<file path="src/hdl/cms_pkg.sv">
// ----------------------------------------------------------------------------
// cms_pkg
// shared types and constants of the count-min sketch
// ----------------------------------------------------------------------------
`default_nettype none

package cms_pkg;

  localparam int KEY_W        = 32;
  localparam int COEF_W       = 24;
  localparam int CNT_W        = 32;
  localparam int NUM_ROW_REGS = 4;
  localparam int ADDR_W       = 5;
  localparam int DATA_W       = 32;

  // hash product and sum widths
  localparam int PROD_W    = KEY_W + COEF_W;
  localparam int HASH_W    = PROD_W + 1;

  typedef logic [KEY_W-1:0]  key_t;
  typedef logic [COEF_W-1:0] coef_t;
  typedef logic [CNT_W-1:0]  cnt_t;

  localparam cnt_t CNT_MAX = '1;

  // request codes
  localparam logic REQ_ADD   = 1'b0;
  localparam logic REQ_QUERY = 1'b1;

  // register indexes
  localparam logic [2:0] REG_ROW0_MULT   = 3'd0;
  localparam logic [2:0] REG_ROW0_OFFSET = 3'd4;

  localparam coef_t MULT_RESET [NUM_ROW_REGS] = '{24'd1, 24'd3, 24'd5, 24'd7};
  localparam coef_t OFFS_RESET [NUM_ROW_REGS] = '{24'd0, 24'd11, 24'd13, 24'd17};

endpackage

`default_nettype wire

</file>
<file path="src/hdl/cms_front.sv">
// ----------------------------------------------------------------------------
// cms_front
// takes request words, hashes the key for every row and reduces mod ROW_LEN
// ----------------------------------------------------------------------------
`default_nettype none

module cms_front #(
  parameter int ROWS    = 4,
  parameter int ROW_LEN = 1024
) (
  input  logic                                         clk,
  input  logic                                         rst,
  input  logic                                         hold,
  input  logic                                         in_valid,
  output logic                                         in_stall,
  input  logic                                         in_req,
  input  cms_pkg::key_t                                in_key,
  input  cms_pkg::coef_t [cms_pkg::NUM_ROW_REGS-1:0]   mult,
  input  cms_pkg::coef_t [cms_pkg::NUM_ROW_REGS-1:0]   offs,
  output logic                                         q_valid,
  input  logic                                         q_stall,
  output logic                                         q_req,
  output logic [ROWS*$clog2(ROW_LEN)-1:0]              q_cols
);

  import cms_pkg::*;

  localparam int CW            = $clog2(ROW_LEN);
  localparam bit IS_POW2       = (ROW_LEN & (ROW_LEN - 1)) == 0;

  // modulo reducer: the hash is split into 32-bit halves, each reduced by a
  // reciprocal multiply, the high half folded back with 2^32 mod ROW_LEN,
  // and the folded sum reduced once more
  localparam int LO_W   = 32;
  localparam int RCP_W  = LO_W + 1;
  localparam int SHIFT  = LO_W + CW;
  localparam int FULL_W = LO_W + RCP_W;
  localparam int QUO_W  = FULL_W - SHIFT;
  localparam logic [63:0] RCP_WIDE =
    ((64'd1 << SHIFT) + 64'(ROW_LEN) - 64'd1) / 64'(ROW_LEN);
  localparam logic [RCP_W-1:0] RCP  = RCP_W'(RCP_WIDE);
  localparam logic [LO_W-1:0]  LEN  = LO_W'(ROW_LEN);
  localparam logic [LO_W-1:0]  FOLD = LO_W'((64'd1 << LO_W) % 64'(ROW_LEN));

  localparam logic [3:0] F_IDLE = 4'd0;
  localparam logic [3:0] F_MUL  = 4'd1;
  localparam logic [3:0] F_ADD  = 4'd2;
  localparam logic [3:0] F_QUO1 = 4'd3;
  localparam logic [3:0] F_REM1 = 4'd4;
  localparam logic [3:0] F_FOLD = 4'd5;
  localparam logic [3:0] F_QUO2 = 4'd6;
  localparam logic [3:0] F_REM2 = 4'd7;
  localparam logic [3:0] F_PUSH = 4'd8;

  logic [3:0]        state;
  logic              req;
  key_t              key;
  logic [PROD_W-1:0] prod     [ROWS];
  logic [HASH_W-1:0] hash_sum [ROWS];
  logic [LO_W-1:0]   lo       [ROWS];
  logic [LO_W-1:0]   hi       [ROWS];
  logic [QUO_W-1:0]  lo_quo   [ROWS];
  logic [QUO_W-1:0]  hi_quo   [ROWS];
  logic [LO_W-1:0]   lo_next  [ROWS];
  logic [LO_W-1:0]   hi_next  [ROWS];
  logic [CW-1:0]     rem      [ROWS];

  // floor(x / ROW_LEN), exact for any 32-bit x
  function automatic logic [QUO_W-1:0] quotient(input logic [LO_W-1:0] x);
    logic [FULL_W-1:0] full;
    full = FULL_W'(x) * FULL_W'(RCP);
    return full[FULL_W-1:SHIFT];
  endfunction

  // product plus offset, and what is left after taking out the quotient
  always_comb begin
    for (int r = 0; r < ROWS; r++) begin
      hash_sum[r] = HASH_W'(prod[r]) + HASH_W'(offs[r]);
      lo_next[r]  = lo[r] - LO_W'(lo_quo[r]) * LEN;
      hi_next[r]  = hi[r] - LO_W'(hi_quo[r]) * LEN;
    end
  end

  always_ff @(posedge clk) begin
    if (rst) begin
      state <= F_IDLE;
    end else begin
      unique case (state)
        F_IDLE: begin
          if (in_valid && !in_stall) begin
            req   <= in_req;
            key   <= in_key;
            state <= F_MUL;
          end
        end
        F_MUL: begin
          for (int r = 0; r < ROWS; r++) begin
            prod[r] <= PROD_W'(mult[r]) * PROD_W'(key);
          end
          state <= F_ADD;
        end
        F_ADD: begin
          for (int r = 0; r < ROWS; r++) begin
            rem[r] <= hash_sum[r][CW-1:0];
            lo[r]  <= hash_sum[r][LO_W-1:0];
            hi[r]  <= LO_W'(hash_sum[r][HASH_W-1:LO_W]);
          end
          state <= IS_POW2 ? F_PUSH : F_QUO1;
        end
        F_QUO1: begin
          for (int r = 0; r < ROWS; r++) begin
            lo_quo[r] <= quotient(lo[r]);
            hi_quo[r] <= quotient(hi[r]);
          end
          state <= F_REM1;
        end
        F_REM1: begin
          for (int r = 0; r < ROWS; r++) begin
            lo[r] <= lo_next[r];
            hi[r] <= hi_next[r];
          end
          state <= F_FOLD;
        end
        F_FOLD: begin
          // both halves are below ROW_LEN, so the sum stays under 2^32
          for (int r = 0; r < ROWS; r++) begin
            lo[r] <= hi[r] * FOLD + lo[r];
          end
          state <= F_QUO2;
        end
        F_QUO2: begin
          for (int r = 0; r < ROWS; r++) begin
            lo_quo[r] <= quotient(lo[r]);
          end
          state <= F_REM2;
        end
        F_REM2: begin
          for (int r = 0; r < ROWS; r++) begin
            rem[r] <= lo_next[r][CW-1:0];
          end
          state <= F_PUSH;
        end
        F_PUSH: begin
          if (!q_stall) begin
            state <= F_IDLE;
          end
        end
        default: state <= F_IDLE;
      endcase
    end
  end

  assign in_stall = hold || (state != F_IDLE);
  assign q_valid  = (state == F_PUSH);
  assign q_req    = req;

  always_comb begin
    for (int r = 0; r < ROWS; r++) begin
      q_cols[r*CW +: CW] = rem[r];
    end
  end

endmodule

`default_nettype wire

</file>
<file path="config.mk">
export PLATFORM = sky130hd
export DESIGN_NAME = cms_front
export DESIGN_NICKNAME = d
export VERILOG_FILES = /design/src/hdl/cms_pkg.sv /design/src/hdl/cms_front.sv
export SDC_FILE = /design/constraint.sdc
export NUM_CORES = 1
export LEC_CHECK = 0
export ABC_CLOCK_PERIOD_IN_PS = 5850
export BUFFER_PORTS_ARGS = -buffer_cell sky130_fd_sc_hd__buf_2
export CORE_MARGIN = 3
export CORE_UTILIZATION = 55
export CTS_CLUSTER_DIAMETER = 120
export DETAILED_ROUTE_END_ITERATION = 7
export PLACE_DENSITY = 0.81
export SYNTH_ARGS = -nofsm -noshare
export SYNTH_HDL_FRONTEND = slang
export SYNTH_SLANG_ARGS = --single-unit
</file>
<file path="constraint.sdc">
create_clock -name clk -period 5.85 [get_ports clk]
set_input_delay 0.585 -clock clk [delete_from_list [all_inputs] [get_ports clk]]
set_output_delay 0.585 -clock clk [all_outputs]
set_load 0.03 [all_outputs]
</file>
==> metrics.yaml <==
final_layout:
  final_common_cell: "nand2_1"
  final_cells: 1586
  nFillCells: 1701
  drive_gt1_frac: 0.166
  areaGrowthSynthToFinish_pct: 13.1
  utilization: 0.642
  regArea_um2: 4010
  layout_common_cells: "213 x nand2_1, 152 x ha_1, 147 x inv_1"
  multi_input_area_um2: 7320
  nNetsFinal: 1771
logic_synthesis:
  syn_nets: 1642
  synth_top_family_by_area: "adder cells"
  ys.flop_type: "edfxtp_1"
  yosys-top-cells-area: "edfxtp_1 33%, ha_1 16%, fa_1 15%"
  syn_avg_cell_area_um2: 10.3
  synthSimpleGateAreaFrac: 0.126
  async_reset_ff_frac: 0
  synth_xor_area_frac: 0.0892
  ys_warn_count: 0
  yosysUniqueCellTypes: 47
  synth_mux_area_frac: 0.0160
  synth_top_area_share: 0.326
  synth_adder_area_share: 0.310
  ys_seq_area_frac: 0.332
  ys_ff_latch: 135
  synth_compound_area_frac: 0.0632
  syn_inst: 1168
  synth-edff-count: 131
  syn_area_um2: 12100
  synth_top_cell_by_area: "edfxtp_1"
worst_setup_path:
  critPathLaunchType: "flip-flop"
  cp_top_family: "adder cells"
  regToRegSetupSlack_ns: 0.67
  setup.worst_path.end_class: "flip-flop"
  crit_path_max_fanout: 17
  crit_type: "reg -> reg"
  path_cells: "buf_4 -> nand2_1 -> fa_1 -> fa_1 -> inv_1 -> ha_1 -> ha_1 -> inv_1 -> fa_1 -> inv_1 -> ha_1 -> fa_1 -> xnor2_1 -> xnor2_1 -> xnor2_1 -> xnor2_1 -> xnor2_1 -> xnor2_1"
  crit_arrival_ns: 5.34
  reg2reg_depth: 18
  cp_data_required_time_ns: 6.01
  cpPeakStageDelay_ns: 0.77
  critPathBufInv: 4
  cpMaxStageDelayCell: "edfxtp_1"
  cp.depth: 18
  cpMostUsedCell: "xnor2_1"
clocking:
  cts_buffers: 17
  post_cts_resized: 0
  ctsHoldBuffers: 0
  clockBufferDepth: 2
  clock-root-buffer: "clkbuf_16"
  cts_num_sinks: 135
  clock_latency_ns: 0.42
  cts_setup_buffers: 0
  htreeDepth: 4
  path_clk_slew_ns: 0.07
  cts_tree: "built"
placement:
  hpwlAfterDp_mm: 19.2
  place_ws_ns: 0.651
  place_inst: 1553
  io_buffer_count: 138
  gp_congestion: 0.905
drt:
  wl_per_cell_um: 15.6
  dr.first_iter.drc_count: 446
  drc: 0
  vias: 8461
  ant_nets: 0
  drt_pass1_iterations: 5
  routed_wl_mm: 24.7
  avgViaCountPerCell: 5.33
job:
  maxCapViolCount: 0
power_and_ir_drop:
  p_per_area_nw_per_um2: 273
  power.leakage_uw: 0.00625
  vdd_drop_max_v: 0.000201
sta:
  rsz0062_at_grt: "false"
  clock.fmax_mhz: 193
  setup_ws_ns: 0.671
  tns_ns: 0
  period_share: 0.885
  hold_violations: 0
  final_max_slew_viol_count: 0
  fin_skew_ns: 0.0127
  setup_viol: 0
  slew_headroom: 0.366
  layout_min_cycle_time_ns: 5.18
  worst_pin_slew_ns: 0.946
floorplan:
  chipHeight_um: 154
  dieArea_um2: 23800
  core-area_um2: 21300
  dieWidth_um: 154
  num_io_pins: 273
  start_util: 0.567
  rows: 53
status:
  outcome: "finished clean"
min_path:
  holdPathStages: 1
  min_path_type: "in -> reg"
global_route:
  grt_first_pass_wirelength_mm: 41.9
  antenna_found_initial: 0
  grt-ovfl-total: 0
  grt_max_degree: 41
  grt_pass1_vias: 8822
  gr-usage-all-layers: 0.216
-- cells in the mapped netlist, types with 3 or more instances --
cell type	instances
nor2_1	31
inv_1	147
buf_2	14
edfxtp_1	131
o21ai_1	5
xnor2_1	101
a21oi_2	4
dfxtp_1	4
xor2_1	22
and2_1	58
o21ai_0	20
nor2b_1	6
nand2_1	213
clkbuf_1	19
a21boi_1	4
a21oi_1	37
ha_1	152
a41oi_2	3
fa_1	92
mux2_2	14
or3_1	7
or2_2	3
a21o_1	15
nor3_1	13
buf_4	4
nor3b_1	3
clkbuf_2	6
o21a_1	14
-- worst register-to-register path, stage by stage (launching register included) --
cell      delay [ns]
edfxtp_1        0.77
buf_4           0.30
nand2_1         0.09
fa_1            0.43
fa_1            0.53
inv_1           0.04
ha_1            0.27
ha_1            0.14
inv_1           0.06
fa_1            0.53
inv_1           0.04
ha_1            0.30
fa_1            0.47
xnor2_1         0.20
xnor2_1         0.15
xnor2_1         0.15
xnor2_1         0.11
xnor2_1         0.24
xnor2_1         0.10
-- layout make-up --
class | instances | share of cell area
timing repair buffer | 155 | 0.0599
sequential | 135 | 0.294
multi-input combinational | 841 | 0.535
clock buffer | 17 | 0.0311
antenna | 1 | 0.000183
clock inverter | 15 | 0.0139
tap | 275 | 0.0252
inverter | 147 | 0.0404
-- per-layer routing --
layer | vias to the layer above | wire [um] | track usage
li1 | 4071 | - | -
met3 | 32 | 1710 | 0.0367
met2 | 299 | 11800 | 0.359
met5 | - | 0 | 0
met1 | 4059 | 10700 | 0.297
met4 | 0 | 364 | 0.0547
-- where the power goes --
part	switching, uW	internal (uW)	total (uW)	leakage (uW)
Clock	438	682	1120	0.000302
Combinational	756	660	1420	0.00473
Sequential	17.7	1170	1190	0.00122
-- metrics by stage --
step / power (uW) / cell area [um2] / hold WS, ns
after floorplan: 2310 / 12100 / 0.484
after global placement: 2570 / 13000 / 0.489
after detailed placement: 2620 / 13000 / 0.493
after CTS: 3760 / 13700 / 0.318
after global routing: 4010 / 13700 / 0.327
final: 3730 / 13700 / 0.332
-- flip-flops by register name (all words and copies together), names as in the netlist --
name   cells
q_req      1
state      4
prod      40
rem       40
lo        40
key       10
-- worst paths after layout --
kind,start,endpoint
max,key[2]$_DFFE_PP_,prod[2][9]$_DFFE_PP_
min,in_key[0],key[0]$_DFFE_PP_
min reg2reg,lo[2][4]$_DFFE_PP_,rem[2][4]$_DFFE_PP_
max reg2reg,key[2]$_DFFE_PP_,prod[2][9]$_DFFE_PP_
-- cells by family after synthesis --
group,Yosys count
adder cells (fa/ha/maj),244
AND/OR/NAND/NOR,341
buffers and inverters,192
AO/OA/AOI/OAI,116
multiplexers,17
flip-flops,135
XOR/XNOR,123
Note: power is estimated with default switching activity, not from simulation.
