[config.mk]
export PLATFORM = sky130hd
export DESIGN_NAME = cms_queue
export DESIGN_NICKNAME = d
export VERILOG_FILES = /design/src/hdl/cms_queue.sv
export SDC_FILE = /design/constraint.sdc
export NUM_CORES = 1
export LEC_CHECK = 0
export ABC_AREA = 0
export BUFFER_PORTS_ARGS = -buffer_cell sky130_fd_sc_hd__buf_2
export CAP_MARGIN = 20
export CORE_ASPECT_RATIO = 0.8
export CORE_MARGIN = 2
export CORE_UTILIZATION = 40
export CTS_CLUSTER_DIAMETER = 150
export DETAILED_ROUTE_END_ITERATION = 6
export PLACE_DENSITY = 0.66
export SYNTH_ARGS = -nofsm -noshare
export SYNTH_HDL_FRONTEND = slang
export SYNTH_SLANG_ARGS = --single-unit
[constraint.sdc]
create_clock -name clk -period 1.4 [get_ports clk]
set_input_delay 0.07 -clock clk [delete_from_list [all_inputs] [get_ports clk]]
set_output_delay 0.07 -clock clk [all_outputs]
set_load 0.01 [all_outputs]
[src/hdl/cms_queue.sv]
// ----------------------------------------------------------------------------
// cms_queue
// short word queue between the hash front and the counter back
// ----------------------------------------------------------------------------
`default_nettype none

module cms_queue #(
  parameter int WIDTH = 8,
  parameter int DEPTH = 2
) (
  input  logic             clk,
  input  logic             rst,
  input  logic             in_valid,
  output logic             in_stall,
  input  logic [WIDTH-1:0] in_data,
  output logic             out_valid,
  input  logic             out_stall,
  output logic [WIDTH-1:0] out_data
);

  localparam int PW   = (DEPTH > 1) ? $clog2(DEPTH) : 1;
  localparam int CNTW = $clog2(DEPTH + 1);

  logic [WIDTH-1:0] mem [DEPTH];
  logic [PW-1:0]    wr_ptr;
  logic [PW-1:0]    rd_ptr;
  logic [CNTW-1:0]  count;
  logic             push;
  logic             pop;

  assign in_stall  = (count == CNTW'(DEPTH));
  assign out_valid = (count != '0);
  assign out_data  = mem[rd_ptr];
  assign push      = in_valid && !in_stall;
  assign pop       = out_valid && !out_stall;

  always_ff @(posedge clk) begin
    if (push) begin
      mem[wr_ptr] <= in_data;
    end
  end

  always_ff @(posedge clk) begin
    if (rst) begin
      wr_ptr <= '0;
      rd_ptr <= '0;
      count  <= '0;
    end else begin
      if (push) begin
        wr_ptr <= (wr_ptr == PW'(DEPTH - 1)) ? '0 : wr_ptr + 1'b1;
      end
      if (pop) begin
        rd_ptr <= (rd_ptr == PW'(DEPTH - 1)) ? '0 : rd_ptr + 1'b1;
      end
      if (push && !pop) begin
        count <= count + 1'b1;
      end else if (pop && !push) begin
        count <= count - 1'b1;
      end
    end
  end

endmodule

`default_nettype wire

==> results.py, run 1 <==
metrics = {
    "place": {
        "postPlaceCellArea_um2": 981,
        "pre_cts_slack_ps": -13.1,
        "hpwlAfterDp_mm": 1.03,
        "numPortBuffers": 21,
        "place_inst": 100,
        "gp_congestion": 0.656,
    },
    "pwr": {
        "pwr-share-clk_pct": 15.1,
        "power_w": 0.00184,
        "p_int_w": 0.00129,
        "vdd_drop_max_uv": 1260,
        "p_comb_share_pct": 36.1,
        "p_switching_w": 0.000547,
        "leakagePower_nw": 0.468,
        "pwr_density_cell_nw_per_um2": 1620,
        "p_sw_share_pct": 29.8,
        "pwr-share-seq_pct": 48.8,
    },
    "route": {
        "dr.pass1.iters": 3,
        "wire_per_inst_um": 12.8,
        "ant_nets": 0,
        "vias": 535,
        "viasPerCell": 4.65,
        "drt_iter0_markers": 6,
        "drt_wl_total_mm": 1.48,
        "drc": 0,
    },
    "timing": {
        "rsz0062_at_grt": "true",
        "fin_crit_ps": 1410,
        "slew_violations": 0,
        "finClkSkew_ps": 1.72,
        "finalCritPeriodShare_pct": 101,
        "slew_headroom_pct": 87.2,
        "worst_slew_pin_slew_ps": 191,
        "hold_viol_final": 0,
        "clock.fmax_mhz": 709,
        "setup_ws_ps": -10.3,
        "report.final.setup_viol": 1,
    },
    "final_layout": {
        "final_area_um2": 1130,
        "final_util_pct": 60.3,
        "n_antenna_cell": 0,
        "nets": 105,
        "layout.cells.non_filler": 115,
        "synthToLayoutAreaGrowth_pct": 41.7,
        "drive_above_1_share_pct": 53.8,
    },
    "run_status": {
        "violations": "setup timing",
        "outcome": "complete, but fails checks",
    },
    "critical_path": {
        "cpLargestDelayFamily": "simple AND/OR/NAND/NOR gates",
        "max_stage_delay_ps": 370,
        "cp.required_ps": 1630,
        "path_cells": "nor2b_4, nor2_4, ha_2, xor2_1, or3_1, a21oi_1",
        "cp_max_fo": 3,
        "cpMaxStageDelayCell": "dfxtp_2",
        "cp_num_buf_inv": 0,
        "worstSetupStartpointType": "flip-flop",
        "arrival_ps": 1650,
        "cp-end-kind": "flip-flop",
        "critPathKind": "reg -> reg",
        "r2r_slack_ps": -10,
    },
    "yosys": {
        "seq_area_frac_synth_pct": 72.7,
        "yosysUniqueCellTypes": 15,
        "syn_inst": 50,
        "ys_warn_count": 0,
        "syn_avg_cell_area_um2": 16.0,
        "syn_area_um2": 798,
        "syn_nets": 63,
        "ys_ff_latch": 21,
    },
    "global_route": {
        "track_usage_pct": 15.0,
        "overflow": 0,
        "grt_max_degree": 13,
        "grt_pass1_vias": 592,
        "grt_pass1_wl_mm": 2.42,
        "antenna_found_initial": 0,
    },
    "cts": {
        "cts_made_buffers": 3,
        "clk_latency_ps": 290,
        "htree_num_levels": 1,
        "cts_root_buf": "clkbuf_4",
        "clkTransAtPathRegs_ps": 110,
        "cts_sinks": 21,
        "cts_tree": "yes",
        "clockBufferDepth": 2,
    },
    "floorplanning": {
        "die_w_um": 53.9,
        "initial_core_util_pct": 42.6,
        "fp.dieH_um": 44.0,
        "fp.coreArea_um2": 1870,
        "die_area_um2": 2370,
        "ioPinCount": 22,
        "rows": 14,
    },
    "flow_run": {
        "maxCapViolCount": 0,
    },
    "worst_hold_path": {
        "timing.hold.worst.class": "in -> reg",
    },
}
-- layer usage --
metal | share of wire (%) | track usage [%] | vias up
li1 | - | - | 260
met1 | 36 | 14.7 | 260
met2 | 58 | 28.5 | 13
met3 | 4.7 | 6.21 | 2
met4 | 0.88 | 3.59 | 0
met5 | 0 | 0 | -
-- cell families after synthesis --
group	after synthesis	share of synthesized area (%)
muxes	8	11.3
buffers and inverters	3	1.57
xor gates and xnor gates	3	3.29
adders and majority gates	1	1.57
DFF	21	72.7
AOI/OAI and AO/OA	5	3.45
and+or+nand+nor	9	6.11
-- state kept, by name, indices dropped and copies added, names as in the netlist, named ones only --
register,flops
rd_ptr,1
wr_ptr,1
mem,16
count,2
-- placed cells by master (no fill, tap or decap) --
master         Yosys  routed
or2_2              1       1
nor2b_4            0       1
o21bai_2           0       1
a21oi_1            2       2
dfxtp_1            5       2
nor2_1             4       3
edfxtp_1          16      16
clkbuf_4           0       3
buf_4              0       8
dfxtp_4            0       1
buf_2              1      21
ha_2               0       1
or3_1              2       2
o21ai_0            2       2
xor2_1             3       3
inv_1              2       2
mux2_2             8       8
dfxtp_2            0       2
dlygate4sd3_1      0       9
and2_1             1       1
clkinv_2           0       1
nor2_4             0       1
-- cell type report --
type | instances | area, um^2
clock buffer | 3 | 22.5
multi-input combinational | 26 | 224
fill | 162 | 743
sequential | 21 | 587
inverter | 2 | 7.51
tap | 24 | 30.0
clock inverter | 1 | 5.00
timing repair buffer | 38 | 255
-- path summary, 6_finish.rpt --
path / to / startpoint / cells after the start
hold reg to reg: wr_ptr / wr_ptr / 2
hold / removal: wr_ptr / in_valid / 4
setup reg to reg: count[1] / count[1] / 6
setup / recovery: count[1] / count[1] / 6
-- power by group through the flow --
stage               logic [W]  clock network (W)  registers (W)
floorplan            0.000387                  0       0.000858
global placement     0.000572                  0       0.000897
detailed placement   0.000582                  0       0.000907
CTS                  0.000655           0.000291       0.000901
global route         0.000738           0.000317       0.000916
finish               0.000663           0.000278       0.000897
-- synthesized netlist by cell type (all sizes together) --
cell type	instances	area, um^2
edfxtp	16	480
a21oi	2	10.0
dfxtp	5	100
mux2	8	90.1
nor2b	1	8.76
o21bai	1	7.51
and2	1	6.26
xor2	3	26.3
inv	2	7.51
or2	1	6.26
buf	1	5.00
ha	1	12.5
nor2	4	15.0
or3	2	12.5
o21ai	2	10.0
-- worst register-to-register path, cell delays in order (launching register included) --
cell and delay [ps]:
dfxtp_2 370, nor2b_4 200, nor2_4 50, ha_2 180
xor2_1 140, or3_1 300, a21oi_1 110
-- what timing repair did --
| action | in CTS | in global routing |
|---|---|---|
| setup buffers | 2 | 0 |
| hold endpoints to repair | 21 | 0 |
| hold buffers | 9 | 0 |
| setup endpoints to repair | 9 | 2 |
| gates resized for setup | 5 | 1 |
| pin swaps | 2 | 1 |
-- metrics by stage --
step / setup TNS [ps] / hold WS [ps]
3_5_place_dp: -13.1 / 266
6_report: -10.3 / 205
3_3_place_gp: 0 / 260
2_1_floorplan: -5.03 / 132
5_1_grt: -121 / 245
4_1_cts: -19.3 / 167
(Power assumes the default switching activity.)
==> run 2, diff against run 1 <==
--- a/config.mk
+++ b/config.mk
@@ -14,6 +14,7 @@
 export CTS_CLUSTER_DIAMETER = 150
 export DETAILED_ROUTE_END_ITERATION = 6
 export PLACE_DENSITY = 0.66
+export RECOVER_POWER = 50
 export SYNTH_ARGS = -nofsm -noshare
 export SYNTH_HDL_FRONTEND = slang
 export SYNTH_SLANG_ARGS = --single-unit
==> run 2 against run 1 <==
  * The flow still finishes with violations (setup timing)
  * Critical path depth stayed put
  * Design area is 0.66% lower
  * Sequential share of layout area increased by 0.35 points
  * Via count fell by 0.19%
  * Register-to-register slack about the same
  * Clock-buffer cell count did not move
  * Largest cell class unchanged
  * Highest routed layer unchanged
==> results.py, run 2 (same netlist as run 1, synthesis figures left out) <==
metrics = {
    "run_status": {
        "outcome": "complete, but fails checks",
        "violations": "setup timing",
    },
    "pwr": {
        "pwr-share-clk_pct": 15.2,
        "p_int_w": 0.00129,
        "pwr-share-seq_pct": 48.9,
        "vdd_drop_max_uv": 1260,
        "p_comb_share_pct": 36.0,
        "p_switching_w": 0.000548,
        "p_sw_share_pct": 29.8,
        "power_w": 0.00184,
        "leakagePower_nw": 0.451,
        "pwr_density_cell_nw_per_um2": 1630,
    },
    "global_route": {
        "grt_max_degree": 13,
        "track_usage_pct": 15.0,
        "antenna_found_initial": 0,
        "grt_pass1_wl_mm": 2.42,
        "grt_pass1_vias": 592,
        "overflow": 0,
    },
    "place": {
        "postPlaceCellArea_um2": 981,
        "pre_cts_slack_ps": -13.1,
        "place_inst": 100,
        "numPortBuffers": 21,
        "gp_congestion": 0.656,
        "hpwlAfterDp_mm": 1.03,
    },
    "floorplanning": {
        "ioPinCount": 22,
        "fp.dieH_um": 44.0,
        "die_area_um2": 2370,
        "initial_core_util_pct": 42.6,
        "rows": 14,
        "fp.coreArea_um2": 1870,
        "die_w_um": 53.9,
    },
    "critical_path": {
        "arrival_ps": 1650,
        "critPathKind": "reg -> reg",
        "worstSetupStartpointType": "flip-flop",
        "cp-end-kind": "flip-flop",
        "cp.required_ps": 1630,
        "r2r-end": "count[1]",
        "worstRegToRegCells": 6,
        "cp_max_fo": 3,
        "reg2reg_from": "count[1]",
        "r2r_slack_ps": -10,
    },
    "flow_run": {
        "maxCapViolCount": 0,
    },
    "timing": {
        "hold_viol_final": 0,
        "setup_ws_ps": -10.3,
        "report.final.setup_viol": 1,
        "worst_slew_pin_slew_ps": 192,
        "clock.fmax_mhz": 709,
        "rsz0062_at_grt": "true",
        "finalCritPeriodShare_pct": 101,
        "slew_violations": 0,
        "finClkSkew_ps": 1.72,
        "fin_crit_ps": 1410,
        "slew_headroom_pct": 87.2,
    },
    "route": {
        "vias": 534,
        "ant_nets": 0,
        "wire_per_inst_um": 12.8,
        "dr.pass1.iters": 3,
        "drt_iter0_markers": 6,
        "wl_met1_um": 531,
        "drc": 0,
        "wl_met2_um": 854,
        "viasPerCell": 4.64,
        "wl_met3_um": 70,
        "top_layer_used": "met4",
        "drt_wl_total_mm": 1.47,
    },
    "final_layout": {
        "synthToLayoutAreaGrowth_pct": 40.8,
        "nets": 105,
        "n_fill_cell": 167,
        "largest_register_ffs": 16,
        "reg_top3": "mem (16), count (2)",
        "layout.cells.non_filler": 115,
        "n_antenna_cell": 0,
        "final_common_cell": "edfxtp_1",
        "final_area_um2": 1120,
        "regMostFlops": "mem",
        "drive_above_1_share_pct": 47.3,
        "final_util_pct": 59.9,
        "final_cell_mix": "edfxtp_1 (16), buf_2 (15), dlygate4sd3_1 (9)",
    },
    "worst_hold_path": {
        "min_to": "wr_ptr",
        "holdPathStages": 4,
        "timing.hold.worst.class": "in -> reg",
        "min_from": "in_valid",
    },
    "cts": {
        "clkTransAtPathRegs_ps": 110,
        "cts_root_buf": "clkbuf_4",
        "htree_num_levels": 1,
        "clockBufferDepth": 2,
        "cts_made_buffers": 3,
        "cts_sinks": 21,
        "cts_tree": "yes",
        "clk_latency_ps": 290,
    },
}
## run 2: worst max-delay path by stage
stage / from / to
after floorplan: count[1] / count[1]
after global placement: count[1] / count[1]
after detailed placement: count[1] / count[1]
after CTS: count[0] / count[1]
after global routing: count[1] / count[1]
final: count[1] / count[1]
## run 2: timing repair
item                                    4_1_cts  5_1_grt
hold buffers                                  9        0
resized for setup                             5        1
endpoints found under the setup margin        9        2
hold endpoints to repair                     21        0
pin swaps                                     2        1
setup buffers                                 2        0
## run 2: power groups by stage
stage	registers [W]	clock network (W)	logic (W)
2_1_floorplan	0.000858	0	0.000387
4_1_cts	0.000901	0.000291	0.000655
6_report	0.000897	0.000278	0.000660
3_5_place_dp	0.000907	0	0.000582
3_3_place_gp	0.000897	0	0.000572
5_1_grt	0.000916	0.000317	0.000736
## run 2: final cells by class
type | instances | area (um^2) | share of cell area [%]
clock inverters | 1 | 5.00 | 0.445
repair buffers | 38 | 248 | 22.0
clock buffers | 3 | 22.5 | 2.00
inverters | 2 | 7.51 | 0.668
well taps | 24 | 30.0 | 2.67
flip-flops and latches | 21 | 587 | 52.2
multi-input cells | 26 | 224 | 19.9
## run 2: critical path: stages, from the launching register on
cell	delay, ps
dfxtp_2	370
nor2b_4	200
nor2_4	50
ha_2	180
xor2_1	140
or3_1	300
a21oi_1	110
## run 2: stage by stage
stage	TNS [ps]	hold WS (ps)
final	-10.3	205
after global placement	0	260
after global routing	-121	245
after CTS	-19.3	167
after detailed placement	-13.1	266
after floorplan	-5.03	132
## run 2: layer usage
metal / vias up / GRT usage, %
li1: 260 / -
met5: - / 0
met4: 0 / 3.59
met1: 259 / 14.7
met2: 13 / 28.5
met3: 2 / 6.21
==> run 3, diff against run 2 <==
--- a/config.mk
+++ b/config.mk
@@ -13,7 +13,6 @@
 export CORE_UTILIZATION = 40
 export CTS_CLUSTER_DIAMETER = 150
 export DETAILED_ROUTE_END_ITERATION = 6
-export PLACE_DENSITY = 0.66
 export RECOVER_POWER = 50
 export SYNTH_ARGS = -nofsm -noshare
 export SYNTH_HDL_FRONTEND = slang
==> constraint.sdc (replaced) <==
create_clock -name clk -period 1.6 [get_ports clk]
set_input_delay 0.08 -clock clk [delete_from_list [all_inputs] [get_ports clk]]
set_output_delay 0.08 -clock clk [all_outputs]
set_load 0.01 [all_outputs]
==> run 3 against run 2 <==
  * Worst setup slack better by 110 ps
  * Non-clock buffer count is 5 lower
  * The flow now finishes without violations
  * Largest cell class unchanged
  * Clock skew increased by 3.8 ps
==> results.py, run 3 (same netlist as run 1, synthesis figures left out) <==
metrics = {
    "critical_path": {
        "cpMaxStageDelayCell": "or3_4",
        "critPathKind": "reg -> reg",
        "cp.required_ps": 1840,
        "max_stage_delay_ps": 390,
        "arrival_ps": 1740,
        "r2r_slack_ps": 100,
        "worstSetupStartpointType": "flip-flop",
        "path_cells": "nor2b_4, nor2_1, ha_1, or3_4, a21oi_2",
        "cp-end-kind": "flip-flop",
        "cp_max_fo": 5,
    },
    "cts": {
        "cts_sinks": 21,
        "clk_latency_ps": 300,
        "clkTransAtPathRegs_ps": 110,
        "cts_tree": "yes",
        "cts_made_buffers": 3,
        "htree_num_levels": 1,
        "cts_root_buf": "clkbuf_4",
        "clockBufferDepth": 2,
    },
    "floorplanning": {
        "initial_core_util_pct": 42.6,
        "fp.dieH_um": 44.0,
        "die_w_um": 53.9,
        "die_area_um2": 2370,
        "rows": 14,
        "fp.coreArea_um2": 1870,
        "ioPinCount": 22,
    },
    "place": {
        "numPortBuffers": 21,
        "gp_congestion": 0.733,
        "hpwlAfterDp_um": 846,
        "pre_cts_slack_ps": 81.9,
    },
    "route": {
        "drc": 0,
        "vias": 493,
        "drt_iter0_markers": 4,
        "viasPerCell": 4.48,
        "ant_nets": 0,
        "dr.pass1.iters": 3,
        "drt_wl_total_mm": 1.26,
        "wire_per_inst_um": 11.5,
    },
    "final_layout": {
        "n_antenna_cell": 0,
        "regMostFlops": "mem",
        "n_fill_cell": 168,
        "largest_register_ffs": 16,
        "drive_above_1_share_pct": 43.0,
        "final_common_cell": "buf_2",
        "synthToLayoutAreaGrowth_pct": 35.1,
        "reg_top3": "mem (16), count (2)",
        "multiInputGateArea_um2": 219,
        "final_cell_mix": "buf_2 (17), edfxtp_1 (16), dlygate4sd3_1 (9)",
        "nets": 100,
        "register_area_um2": 583,
    },
    "timing": {
        "worst_slew_pin_slew_ps": 364,
        "setup_tns_ps": 0,
        "rsz0062_at_grt": "false",
        "finClkSkew_ps": 5.49,
        "fin_hold_ws_ps": 157,
        "slew_violations": 0,
        "report.final.setup_viol": 0,
        "fin_crit_ps": 1500,
        "setup_ws_ps": 97.1,
        "clock.fmax_mhz": 665,
        "finalCritPeriodShare_pct": 93.9,
        "hold_viol_final": 0,
        "slew_headroom_pct": 75.7,
    },
    "global_route": {
        "overflow": 0,
        "grt_pass1_wl_mm": 1.91,
        "antenna_found_initial": 0,
        "grt_max_degree": 12,
        "track_usage_pct": 12.3,
        "grt_pass1_vias": 427,
    },
    "pwr": {
        "pwr_density_cell_nw_per_um2": 1430,
        "leakagePower_nw": 0.431,
        "vdd_drop_max_uv": 776,
    },
    "run_status": {
        "outcome": "finished clean",
    },
    "worst_hold_path": {
        "timing.hold.worst.class": "in -> reg",
    },
    "flow_run": {
        "maxCapViolCount": 0,
    },
}
## run 3: repair_timing
item                       in CTS  in global routing
setup endpoints to repair       0                  1
gates resized for setup         0                  5
buffers inserted                0                  1
hold buffers                    9                  0
hold endpoints to repair       21                  0
## run 3: stage by stage
stage	instance area, um^2	instances	utilization [%]	total power, W
floorplan	798	50	-	0.00107
global placement	943	96	50.3	0.00122
detailed placement	943	96	50.3	0.00123
CTS	1060	109	56.5	0.00149
global route	1080	110	57.5	0.00165
finish	1080	110	57.5	0.00154
## run 3: final timing paths
kind,depth (start not counted),end,startpoint
worst min register to register,2,wr_ptr,wr_ptr
worst max-delay path,5,count[1],count[1]
worst max register to register,5,count[1],count[1]
worst min-delay path,4,wr_ptr,in_valid
## run 3: area by class of cell
type / instances / area share (%)
multi-input cells: 26 / 20.3
repair buffers: 33 / 19.7
well taps: 24 / 2.78
inverters: 2 / 0.696
flip-flops and latches: 21 / 54.1
clock buffers: 4 / 2.44
## run 3: critical path, delay by kind of cell, from the launching register on
kind	cells	cell delay (ps)
AOI/OAI and AO/OA	1	130
and+or+nand+nor	3	610
DFF	1	370
adders and majority gates	1	320
## run 3: metal layers
layer	vias to the layer above	track usage, %	share of wire, %
li1	254	-	-
met2	13	18.0	46
met4	0	7.69	2.1
met3	4	5.17	5.8
met5	-	0	0
met1	222	14.9	46
## run 3: where the power goes
part / internal, W / switching, W / total, W
logic: 0.000287 / 0.000232 / 0.000519
registers: 0.000701 / 0.0000776 / 0.000778
clock network: 0.0000971 / 0.000147 / 0.000244
